===== config.mk =====
export PLATFORM = sky130hd
export DESIGN_NAME = stream_substring_replacer
export DESIGN_NICKNAME = d
export VERILOG_FILES = /design/src/sv/ssr_pkg.sv /design/src/sv/stream_substring_replacer.sv /design/src/sv/ssr_match.sv
export SDC_FILE = /design/constraint.sdc
export NUM_CORES = 1
export LEC_CHECK = 0
export ABC_AREA = 1
export BUFFER_PORTS_ARGS = -buffer_cell sky130_fd_sc_hd__buf_2
export CAP_MARGIN = 10
export CORE_UTILIZATION = 60
export CTS_CLUSTER_SIZE = 20
export DETAILED_ROUTE_END_ITERATION = 7
export PLACE_DENSITY = 0.8
export SYNTH_ARGS = -nofsm -noshare
export SYNTH_HDL_FRONTEND = slang
export SYNTH_SLANG_ARGS = --single-unit

===== constraint.sdc =====
create_clock -name clk -period 3.6 [get_ports clk]
set_input_delay 0.36 -clock clk [delete_from_list [all_inputs] [get_ports clk]]
set_output_delay 0.36 -clock clk [all_outputs]
set_load 0.01 [all_outputs]

===== src/sv/ssr_pkg.sv =====
// Package for the streaming substring replacer: sizes, payload types, states, helpers.
package ssr_pkg;

  localparam int PATTERN_MAX = 8;
  localparam int REPLACE_MAX = 8;

  localparam int LEN_W      = 4;
  localparam int WORD_W     = 64;
  localparam int WORD_BYTES = WORD_W / 8;
  localparam int CNT_W      = $clog2(PATTERN_MAX + 1);
  localparam int IDX_W      = (PATTERN_MAX > 1) ? $clog2(PATTERN_MAX) : 1;
  localparam int RIDX_W     = $clog2(REPLACE_MAX + 1);
  localparam int CFG_IDX_W  = 2;

  // Register indexes on the configuration port
  localparam logic [CFG_IDX_W-1:0] REG_PAT_LEN = 2'd0;
  localparam logic [CFG_IDX_W-1:0] REG_PAT     = 2'd1;
  localparam logic [CFG_IDX_W-1:0] REG_REP_LEN = 2'd2;
  localparam logic [CFG_IDX_W-1:0] REG_REP     = 2'd3;

  // Reset contents: pattern "Cao", replacement "Ling"
  localparam logic [LEN_W-1:0]  PAT_LEN_RST = 4'd3;
  localparam logic [WORD_W-1:0] PAT_RST     = 64'h0000_0000_006F_6143;
  localparam logic [LEN_W-1:0]  REP_LEN_RST = 4'd4;
  localparam logic [WORD_W-1:0] REP_RST     = 64'h0000_0000_676E_694C;

  typedef struct packed {
    logic [7:0] data_byte;
    logic       last_byte;
  } in_item_t;

  typedef struct packed {
    logic [7:0] out_byte;
    logic       byte_valid;
    logic       out_last;
  } out_item_t;

  typedef logic [PATTERN_MAX-1:0][7:0] held_arr_t;

  typedef struct packed {
    logic agree;  // held bytes are a prefix of the pattern
    logic full;   // held bytes are the whole pattern
  } match_t;

  typedef enum logic [2:0] {
    ST_IDLE,
    ST_CHECK,
    ST_RELEASE,
    ST_REPLACE,
    ST_FLUSH,
    ST_FINISH
  } state_t;

  function automatic logic [7:0] byte_at(logic [WORD_W-1:0] word, int pos);
    if (pos >= WORD_BYTES) begin
      return 8'h00;
    end
    return word[8*pos +: 8];
  endfunction

  function automatic logic [CNT_W-1:0] eff_plen(logic [LEN_W-1:0] len);
    if (len == '0) begin
      return CNT_W'(1);
    end
    if (int'(len) > PATTERN_MAX) begin
      return CNT_W'(PATTERN_MAX);
    end
    return CNT_W'(len);
  endfunction

  function automatic logic [RIDX_W-1:0] eff_rlen(logic [LEN_W-1:0] len);
    if (int'(len) > REPLACE_MAX) begin
      return RIDX_W'(REPLACE_MAX);
    end
    return RIDX_W'(len);
  endfunction

endpackage


===== src/sv/stream_substring_replacer.sv =====
// Top level of the streaming find-and-replace block.
//
// Takes text one byte per input item and rewrites it left to right, replacing
// every non-overlapping occurrence of the configured pattern (1 to 8 bytes) by
// the configured replacement (0 to 8 bytes). Bytes that could still start an
// occurrence are held back; on a mismatch the oldest held byte goes out and the
// rest is compared again. An item with last_byte set flushes everything held
// and its final result carries out_last; if nothing is left to send, a single
// end marker (byte_valid low, out_byte zero) carries it. The block works on one
// item at a time and drops in_ready until that item is done. An item passes
// through an accept step, a pass of the compare unit for each comparison, a
// send step for each byte, a step to end a replacement or a flush, and a
// closing step; the compare unit and the single-byte emit path set this pace,
// and a stalled output adds its wait on top. Each result is parked in a
// pending register until the next result or the close of the item, so the
// last one can be marked, then moves to the output register, which lets the
// next item enter while a result still waits to be taken. Configuration
// writes take effect at once and are meant for idle periods only.
module stream_substring_replacer (
  input  logic                             clk,
  input  logic                             rst_n,
  input  logic                             in_valid,
  output logic                             in_ready,
  input  ssr_pkg::in_item_t                in_data,
  output logic                             out_valid,
  input  logic                             out_ready,
  output ssr_pkg::out_item_t               out_data,
  input  logic                             cfg_we,
  input  logic [ssr_pkg::CFG_IDX_W-1:0]    cfg_index,
  input  logic [ssr_pkg::WORD_W-1:0]       cfg_wdata
);

  // Configuration registers
  logic [ssr_pkg::LEN_W-1:0]  pat_len_r;
  logic [ssr_pkg::WORD_W-1:0] pat_r;
  logic [ssr_pkg::LEN_W-1:0]  rep_len_r;
  logic [ssr_pkg::WORD_W-1:0] rep_r;

  // Sequencer and held bytes
  ssr_pkg::state_t             state_r, state_nxt;
  ssr_pkg::held_arr_t          held_r, held_nxt;
  logic [ssr_pkg::CNT_W-1:0]   count_r, count_nxt;
  logic                        last_r, last_nxt;
  logic [ssr_pkg::RIDX_W-1:0]  ridx_r, ridx_nxt;

  // Pending result and output register
  logic                        pend_valid_r, pend_valid_nxt;
  logic [7:0]                  pend_byte_r, pend_byte_nxt;
  logic                        out_valid_r, out_valid_nxt;
  ssr_pkg::out_item_t          out_data_r, out_data_nxt;

  logic [ssr_pkg::CNT_W-1:0]   plen_eff;
  logic [ssr_pkg::RIDX_W-1:0]  rlen_eff;
  ssr_pkg::match_t             match;
  logic                        out_free;
  logic                        can_emit;
  logic                        emit;
  logic [7:0]                  emit_byte;

  assign plen_eff = ssr_pkg::eff_plen(pat_len_r);
  assign rlen_eff = ssr_pkg::eff_rlen(rep_len_r);

  ssr_match u_match (
    .held    (held_r),
    .count   (count_r),
    .plen    (plen_eff),
    .pattern (pat_r),
    .result  (match)
  );

  assign out_free  = !out_valid_r || out_ready;
  // A new result may enter when the pending slot is empty or can move on
  assign can_emit  = !pend_valid_r || out_free;

  assign in_ready  = (state_r == ssr_pkg::ST_IDLE);
  assign out_valid = out_valid_r;
  assign out_data  = out_data_r;

  always_ff @(posedge clk) begin
    if (!rst_n) begin
      pat_len_r <= ssr_pkg::PAT_LEN_RST;
      pat_r     <= ssr_pkg::PAT_RST;
      rep_len_r <= ssr_pkg::REP_LEN_RST;
      rep_r     <= ssr_pkg::REP_RST;
    end else if (cfg_we) begin
      case (cfg_index)
        ssr_pkg::REG_PAT_LEN: pat_len_r <= cfg_wdata[ssr_pkg::LEN_W-1:0];
        ssr_pkg::REG_PAT:     pat_r     <= cfg_wdata;
        ssr_pkg::REG_REP_LEN: rep_len_r <= cfg_wdata[ssr_pkg::LEN_W-1:0];
        ssr_pkg::REG_REP:     rep_r     <= cfg_wdata;
        default: ;
      endcase
    end
  end

  always_ff @(posedge clk) begin
    if (!rst_n) begin
      state_r      <= ssr_pkg::ST_IDLE;
      count_r      <= '0;
      last_r       <= 1'b0;
      ridx_r       <= '0;
      pend_valid_r <= 1'b0;
      out_valid_r  <= 1'b0;
    end else begin
      state_r      <= state_nxt;
      count_r      <= count_nxt;
      last_r       <= last_nxt;
      ridx_r       <= ridx_nxt;
      pend_valid_r <= pend_valid_nxt;
      out_valid_r  <= out_valid_nxt;
    end
  end

  always_ff @(posedge clk) begin
    held_r      <= held_nxt;
    pend_byte_r <= pend_byte_nxt;
    out_data_r  <= out_data_nxt;
  end

  always_comb begin
    state_nxt      = state_r;
    held_nxt       = held_r;
    count_nxt      = count_r;
    last_nxt       = last_r;
    ridx_nxt       = ridx_r;
    pend_valid_nxt = pend_valid_r;
    pend_byte_nxt  = pend_byte_r;
    out_valid_nxt  = out_valid_r && !out_ready;
    out_data_nxt   = out_data_r;
    emit           = 1'b0;
    emit_byte      = '0;

    case (state_r)
      ssr_pkg::ST_IDLE: begin
        // Append the new byte behind what is held; held never reaches the max here
        if (in_valid) begin
          held_nxt[count_r[ssr_pkg::IDX_W-1:0]] = in_data.data_byte;
          count_nxt = count_r + 1'b1;
          last_nxt  = in_data.last_byte;
          state_nxt = ssr_pkg::ST_CHECK;
        end
      end

      ssr_pkg::ST_CHECK: begin
        if (match.agree) begin
          if (match.full) begin
            count_nxt = '0;
            ridx_nxt  = '0;
            state_nxt = ssr_pkg::ST_REPLACE;
          end else begin
            state_nxt = last_r ? ssr_pkg::ST_FLUSH : ssr_pkg::ST_FINISH;
          end
        end else begin
          state_nxt = ssr_pkg::ST_RELEASE;
        end
      end

      ssr_pkg::ST_RELEASE: begin
        // Send the oldest held byte, advance the rest and compare again
        if (can_emit) begin
          emit      = 1'b1;
          emit_byte = held_r[0];
          for (int i = 0; i < ssr_pkg::PATTERN_MAX - 1; i++) begin
            held_nxt[i] = held_r[i+1];
          end
          count_nxt = count_r - 1'b1;
          state_nxt = ssr_pkg::ST_CHECK;
        end
      end

      ssr_pkg::ST_REPLACE: begin
        if (ridx_r == rlen_eff) begin
          state_nxt = ssr_pkg::ST_FINISH;
        end else if (can_emit) begin
          emit      = 1'b1;
          emit_byte = ssr_pkg::byte_at(rep_r, int'(ridx_r));
          ridx_nxt  = ridx_r + 1'b1;
        end
      end

      ssr_pkg::ST_FLUSH: begin
        if (count_r == '0) begin
          state_nxt = ssr_pkg::ST_FINISH;
        end else if (can_emit) begin
          emit      = 1'b1;
          emit_byte = held_r[0];
          for (int i = 0; i < ssr_pkg::PATTERN_MAX - 1; i++) begin
            held_nxt[i] = held_r[i+1];
          end
          count_nxt = count_r - 1'b1;
        end
      end

      ssr_pkg::ST_FINISH: begin
        // Push the pending result; on the last item mark it, or send an end marker
        if (last_r) begin
          if (out_free) begin
            out_valid_nxt = 1'b1;
            if (pend_valid_r) begin
              out_data_nxt = '{out_byte: pend_byte_r, byte_valid: 1'b1, out_last: 1'b1};
            end else begin
              out_data_nxt = '{out_byte: 8'h00, byte_valid: 1'b0, out_last: 1'b1};
            end
            pend_valid_nxt = 1'b0;
            state_nxt      = ssr_pkg::ST_IDLE;
          end
        end else if (!pend_valid_r) begin
          state_nxt = ssr_pkg::ST_IDLE;
        end else if (out_free) begin
          out_valid_nxt  = 1'b1;
          out_data_nxt   = '{out_byte: pend_byte_r, byte_valid: 1'b1, out_last: 1'b0};
          pend_valid_nxt = 1'b0;
          state_nxt      = ssr_pkg::ST_IDLE;
        end
      end

      default: begin
        state_nxt = ssr_pkg::ST_IDLE;
      end
    endcase

    // Move the pending byte to the output and park the new one
    if (emit) begin
      if (pend_valid_r) begin
        out_valid_nxt = 1'b1;
        out_data_nxt  = '{out_byte: pend_byte_r, byte_valid: 1'b1, out_last: 1'b0};
      end
      pend_valid_nxt = 1'b1;
      pend_byte_nxt  = emit_byte;
    end
  end

endmodule


===== src/sv/ssr_match.sv =====
// Compare unit: all held bytes against the pattern prefix in parallel.
module ssr_match (
  input  ssr_pkg::held_arr_t               held,
  input  logic [ssr_pkg::CNT_W-1:0]        count,
  input  logic [ssr_pkg::CNT_W-1:0]        plen,
  input  logic [ssr_pkg::WORD_W-1:0]       pattern,
  output ssr_pkg::match_t                  result
);

  logic mismatch;

  always_comb begin
    mismatch = 1'b0;
    for (int i = 0; i < ssr_pkg::PATTERN_MAX; i++) begin
      if ((i < int'(count)) && (held[i] != ssr_pkg::byte_at(pattern, i))) begin
        mismatch = 1'b1;
      end
    end
    result.agree = (count <= plen) && !mismatch;
    result.full  = result.agree && (count == plen);
  end

endmodule


======== After elaboration in Yosys (flattened, before gate mapping) ========
Cells that the tools add are included.
word-level totals
  bits in registers ....................... 232
  output and inout bits ................... 12
cells by class
  add/sub/neg operators ................... 3
  magnitude comparators ................... 14
  equality and inequality tests ........... 28
  shifts and indexed selects .............. 1
  multiplexer cells ....................... 80
  reductions and logical operators ........ 36
operators by type and width
  operator             count
  $mux 56              3
  $pmux 56 s3          1
  $mux 10              8
  $bwmux 64            1
  $ne 8x8->1           8
  $shiftx 64x8->8      1
  $mux 8               7
  $mux 4               13
  $mux 1               32
  $mux 3               9
  $demux 8 s3          1
  $pmux 8 s3           1
  $ne 2x2->1 const B   9
  $pmux 3 s6           1
  $lt 3x4->1 const A   4
  $pmux 4 s4           1
  $logic_and 1x1->1    12
  $reduce_and 2->1     6
  $reduce_and 5->1     2
  $add 4x1->4 const B  2
  $eq 4x4->1           2
  $gt 4x4->1 const B   2
  $logic_not 4->1      2
  $lt 1x4->1 const A   2
  other kinds (23)     32

======== Depth between registers and ports, before layout ========
  word-level depth ........................ 16
  depth in mapped cells ................... 16
  gate-level depth less buffers ........... 16

======== Modules after synthesis ========
Synthesis repeated with hierarchy kept, for this count alone.
second synthesis, totals
  cells, all modules ...................... 1596
  area, all modules ....................... 11478.5 um^2
modules (own cells, without submodules)
  module                     times used  cells an instance  area each (um^2)
  stream_substring_replacer  1           1285               10095.9
  ssr_match                  1           311                1382.6

======== Least setup slack after synthesis ========
Ideal clock, no wire load.
  kind .................................... register to register
  from .................................... register count_r[0] (netlist bit)
  to ...................................... register held_r[0] (netlist bit) (enable)
  library setup time ...................... 0.375 ns
  arrival time ............................ 1.881 ns
  required time ........................... 3.225 ns
  path slack .............................. 1.344 ns
  stages on the path, launching flop included .. 11
  path buffers ............................ 1
  clock period less this slack ............ 2.256 ns
  cells stage by stage .................... dfxtp_1 > buf_2 > clkinv_1 > ha_1 > inv_1 > nor2_1 > nand2_1 > a21oi_1 > nor2_1 > o21ai_1 > a21oi_1
on the way
  longest elaborated chain between the ends .. 3
RTL lines
  what                               RTL line                          source
  start: declaration                 stream_substring_replacer.sv:42   logic [ssr_pkg::CNT_W-1:0] count_r, count_nxt;
  start signal: assignment           stream_substring_replacer.sv:106  count_r <= count_nxt;
  $logic_not 4->1                    stream_substring_replacer.sv:182  if (count_r == '0) begin
  $ne 2x2->1 (no source line)        -
  $reduce_and 3->1 (no source line)  -
  end signal: assignment             stream_substring_replacer.sv:115  held_r <= held_nxt;
  end: declaration                   stream_substring_replacer.sv:41   ssr_pkg::held_arr_t held_r, held_nxt;
No other way between the ends.
A chain may end at the register's enable or synchronous reset.

======== Worst setup path in the final report ========
Ends and elaborated chain as after synthesis.

==> impl_metrics.yaml <==
hold_path:
  whs_path_depth: 3
  min_to: "rep_r[26]"
  worstHoldStart: "cfg_wdata[26]"
  hold_path.class: "in -> reg"
critical_path:
  required_ps: 3750
  rr_startpoint: "count_r[0]"
  critPathKind: "reg -> reg"
  rr_worst_depth: 9
  rr_endpoint: "held_r[0]"
  crit_path_start_kind: "flop"
  rrSetupSlack_ps: 830
  worstPathArrival_ps: 2920
  end_kind: "flop"
  crit_fanout: 9
timing:
  fmax_ghz: 0.360
  final.setup_skew_ps: 12.8
  slew_headroom_pct: 36.0
  worst_slack_ps: 826
  fin_crit_sh_pct: 77.1
  worst_slew_pin_slew_ps: 953
  hold_viol_final: 0
  tns_ps: 0
  slew_viol_final: 0
  period_minus_slack_ps: 2770
  grt_setup_unrepaired: "false"
  finalSetupViolations: 0
synthesis:
  synth.net_count: 1495
  synth.area.top_cells: "dfxtp_1 (30%), edfxtp_1 (20%), nand2_1 (11%)"
  synth_top_area_share_pct: 29.6
  ys_ff_latch: 232
  postSynthCellCount: 1406
  yosysWarnings: 0
  synth.largest_area_cell: "dfxtp_1"
  synth_area_sq_mm: 0.0108
  synth_cell_type_count: 36
  syn_avg_cell_area_sq_um: 7.69
  ys_seq_area_share_pct: 49.7
placed_design:
  dp_hpwl_microns: 21800
  dp_slack_ps: 856
  dpl_cell_area_sq_mm: 0.0114
  io_buffers: 91
  gp_congestion: 0.960
grt:
  grt_pass1_wl_microns: 47600
  grt_start_max_net_pins: 93
  overflow: 0
  grt_pass1_vias: 8748
  grt_busiest_layer: "met2"
  grt_use_met3_pct: 5.37
  use_met2_pct: 52.0
  use_met1_pct: 48.2
  grtUsageTotal_pct: 33.9
  antenna_found_initial: 0
route:
  routed_via_density: 5.74
  ant_nets: 0
  drt_iter0_drc: 1231
  first_pass_iters: 6
  wl_per_cell_microns: 17.9
  wirelength_microns: 30600
  drc: 0
  num_vias: 9809
status:
  status: "completed"
power:
  finalPower_w: 0.00878
  seq_power_share_pct: 42.0
  power.internal_w: 0.00573
  p_comb_share_pct: 28.1
  max-vdd-ir-drop_v: 0.000479
  switchingPower_w: 0.00305
  pwr-share-clk_pct: 29.9
  pwr_density_cell_mw_per_mm2: 718
  power_leakage_nw: 5.10
  swShare_pct: 34.7
cts:
  cts.path.max_buffers: 3
  post_cts_resized: 0
  cts_tree: "yes"
  cts.reportedPaths.clkPinSlew_ps: 60
  post_cts_buffers: 0
  htreeDepth: 1
  cts_buffers: 24
  cts_sinks: 232
  clk_latency_ps: 520
  hold_buffers: 0
  ctsRootBufferMaster: "clkbuf_16"
floorplan:
  start_util_pct: 62.0
  die-width_microns: 136
  die_area_sq_mm: 0.0185
  fp.dieH_microns: 136
  fp-row-count: 48
  core_sq_mm: 0.0174
  io_pins: 92
final_layout:
  nets: 1554
  antennaDiodeCount: 0
  drive_gt1_share_pct: 11.7
  area_delta_synth_final_pct: 13.1
  fin_area_sq_mm: 0.0122
  fillers: 1407
  final_common_cell: "nand2_1"
  final_cell_mix: "nand2_1 (319), nor2_1 (200), o21ai_0 (183), dfxtp_1 (159), inv_1 (106)"
job:
  cap_viol_max_count: 0
-- synth_stat cells, drive strengths merged --
cell type,n
or2,1
a21oi,79
edfxtp,72
a31oi,2
nor2,205
buf,13
nor3,13
clkbuf,58
o221ai,3
nand2,321
o2111ai,1
nor2b,1
nand3,73
a211oi,2
o32ai,8
o311ai,1
a32o,1
o211ai,18
nand4,4
inv,118
ha,9
xnor2,45
o21ai,192
xor2,3
clkinv,3
dfxtp,160
-- state kept, by name, summed over array words and instances, names as in the netlist --
register	count
count_r	4
held_r	64
last_r	1
out_data	10
out_valid	1
pat_len_r	4
pat_r	64
pend_byte_r	8
pend_valid_r	1
rep_len_r	4
rep_r	64
ridx_r	4
state_r	3
-- routing by layer --
metal  routed length, microns  up-vias
met2                    13600      462
li1                         -     4723
met4                     1090        0
met1                    13000     4538
met5                        0        -
met3                     2890       86
-- per-stage QoR --
step	utilization (%)	hold slack, ps	std cells
final	70.2	92.9	1708
after global routing	70.2	96.8	1708
after CTS	70.2	84.5	1708
after detailed placement	65.4	432	1664
after global placement	65.4	420	1664
after floorplan	-	412	1406
-- cell type report --
class | count | area (sq um) | share of cell area [%]
sequential | 232 | 5370 | 43.9
multi-input combinational | 982 | 4710 | 38.5
clock buffer | 36 | 728 | 5.96
timing repair buffer | 104 | 568 | 4.65
inverter | 121 | 454 | 3.72
tap | 225 | 282 | 2.30
clock inverter | 8 | 115 | 0.942
-- worst max-delay path, cell delays in order, from the launching register on --
cell and delay, ps:
dfxtp_1 500, clkinv_1 270, ha_1 300, inv_1 80, nor2_1 70, nand2_1 60, a21oi_1 100, nor2_1 110
o21ai_1 240, a21oi_1 680
-- power groups by stage --
stage	clock network, W	registers [W]	logic (W)
floorplan	0	0.00363	0.00178
global placement	0	0.00372	0.00234
detailed placement	0	0.00373	0.00239
CTS	0.00264	0.00368	0.00241
global route	0.00274	0.00374	0.00275
finish	0.00262	0.00369	0.00247
-- worst max path at each step --
stage	from	end	slack, ps	depth (start not counted)
after floorplan	count_r[0]	held_r[0]	1340	10
after global placement	count_r[0]	held_r[2]	920	9
after detailed placement	count_r[0]	held_r[2]	860	9
after CTS	count_r[0]	held_r[0]	840	9
after global routing	count_r[0]	held_r[0]	580	9
final	count_r[0]	held_r[0]	830	9
-- logic make-up (layout without fill, tap and decap cells) --
family	after synthesis	in the layout	synth area share [%]
compound gates	307	307	15.5
simple gates	618	618	23.1
buf+inv	192	269	6.84
xor+xnor	48	48	3.89
flops	232	232	49.7
fa+ha+maj	9	9	1.04
Note: power is estimated with default switching activity, not from simulation.
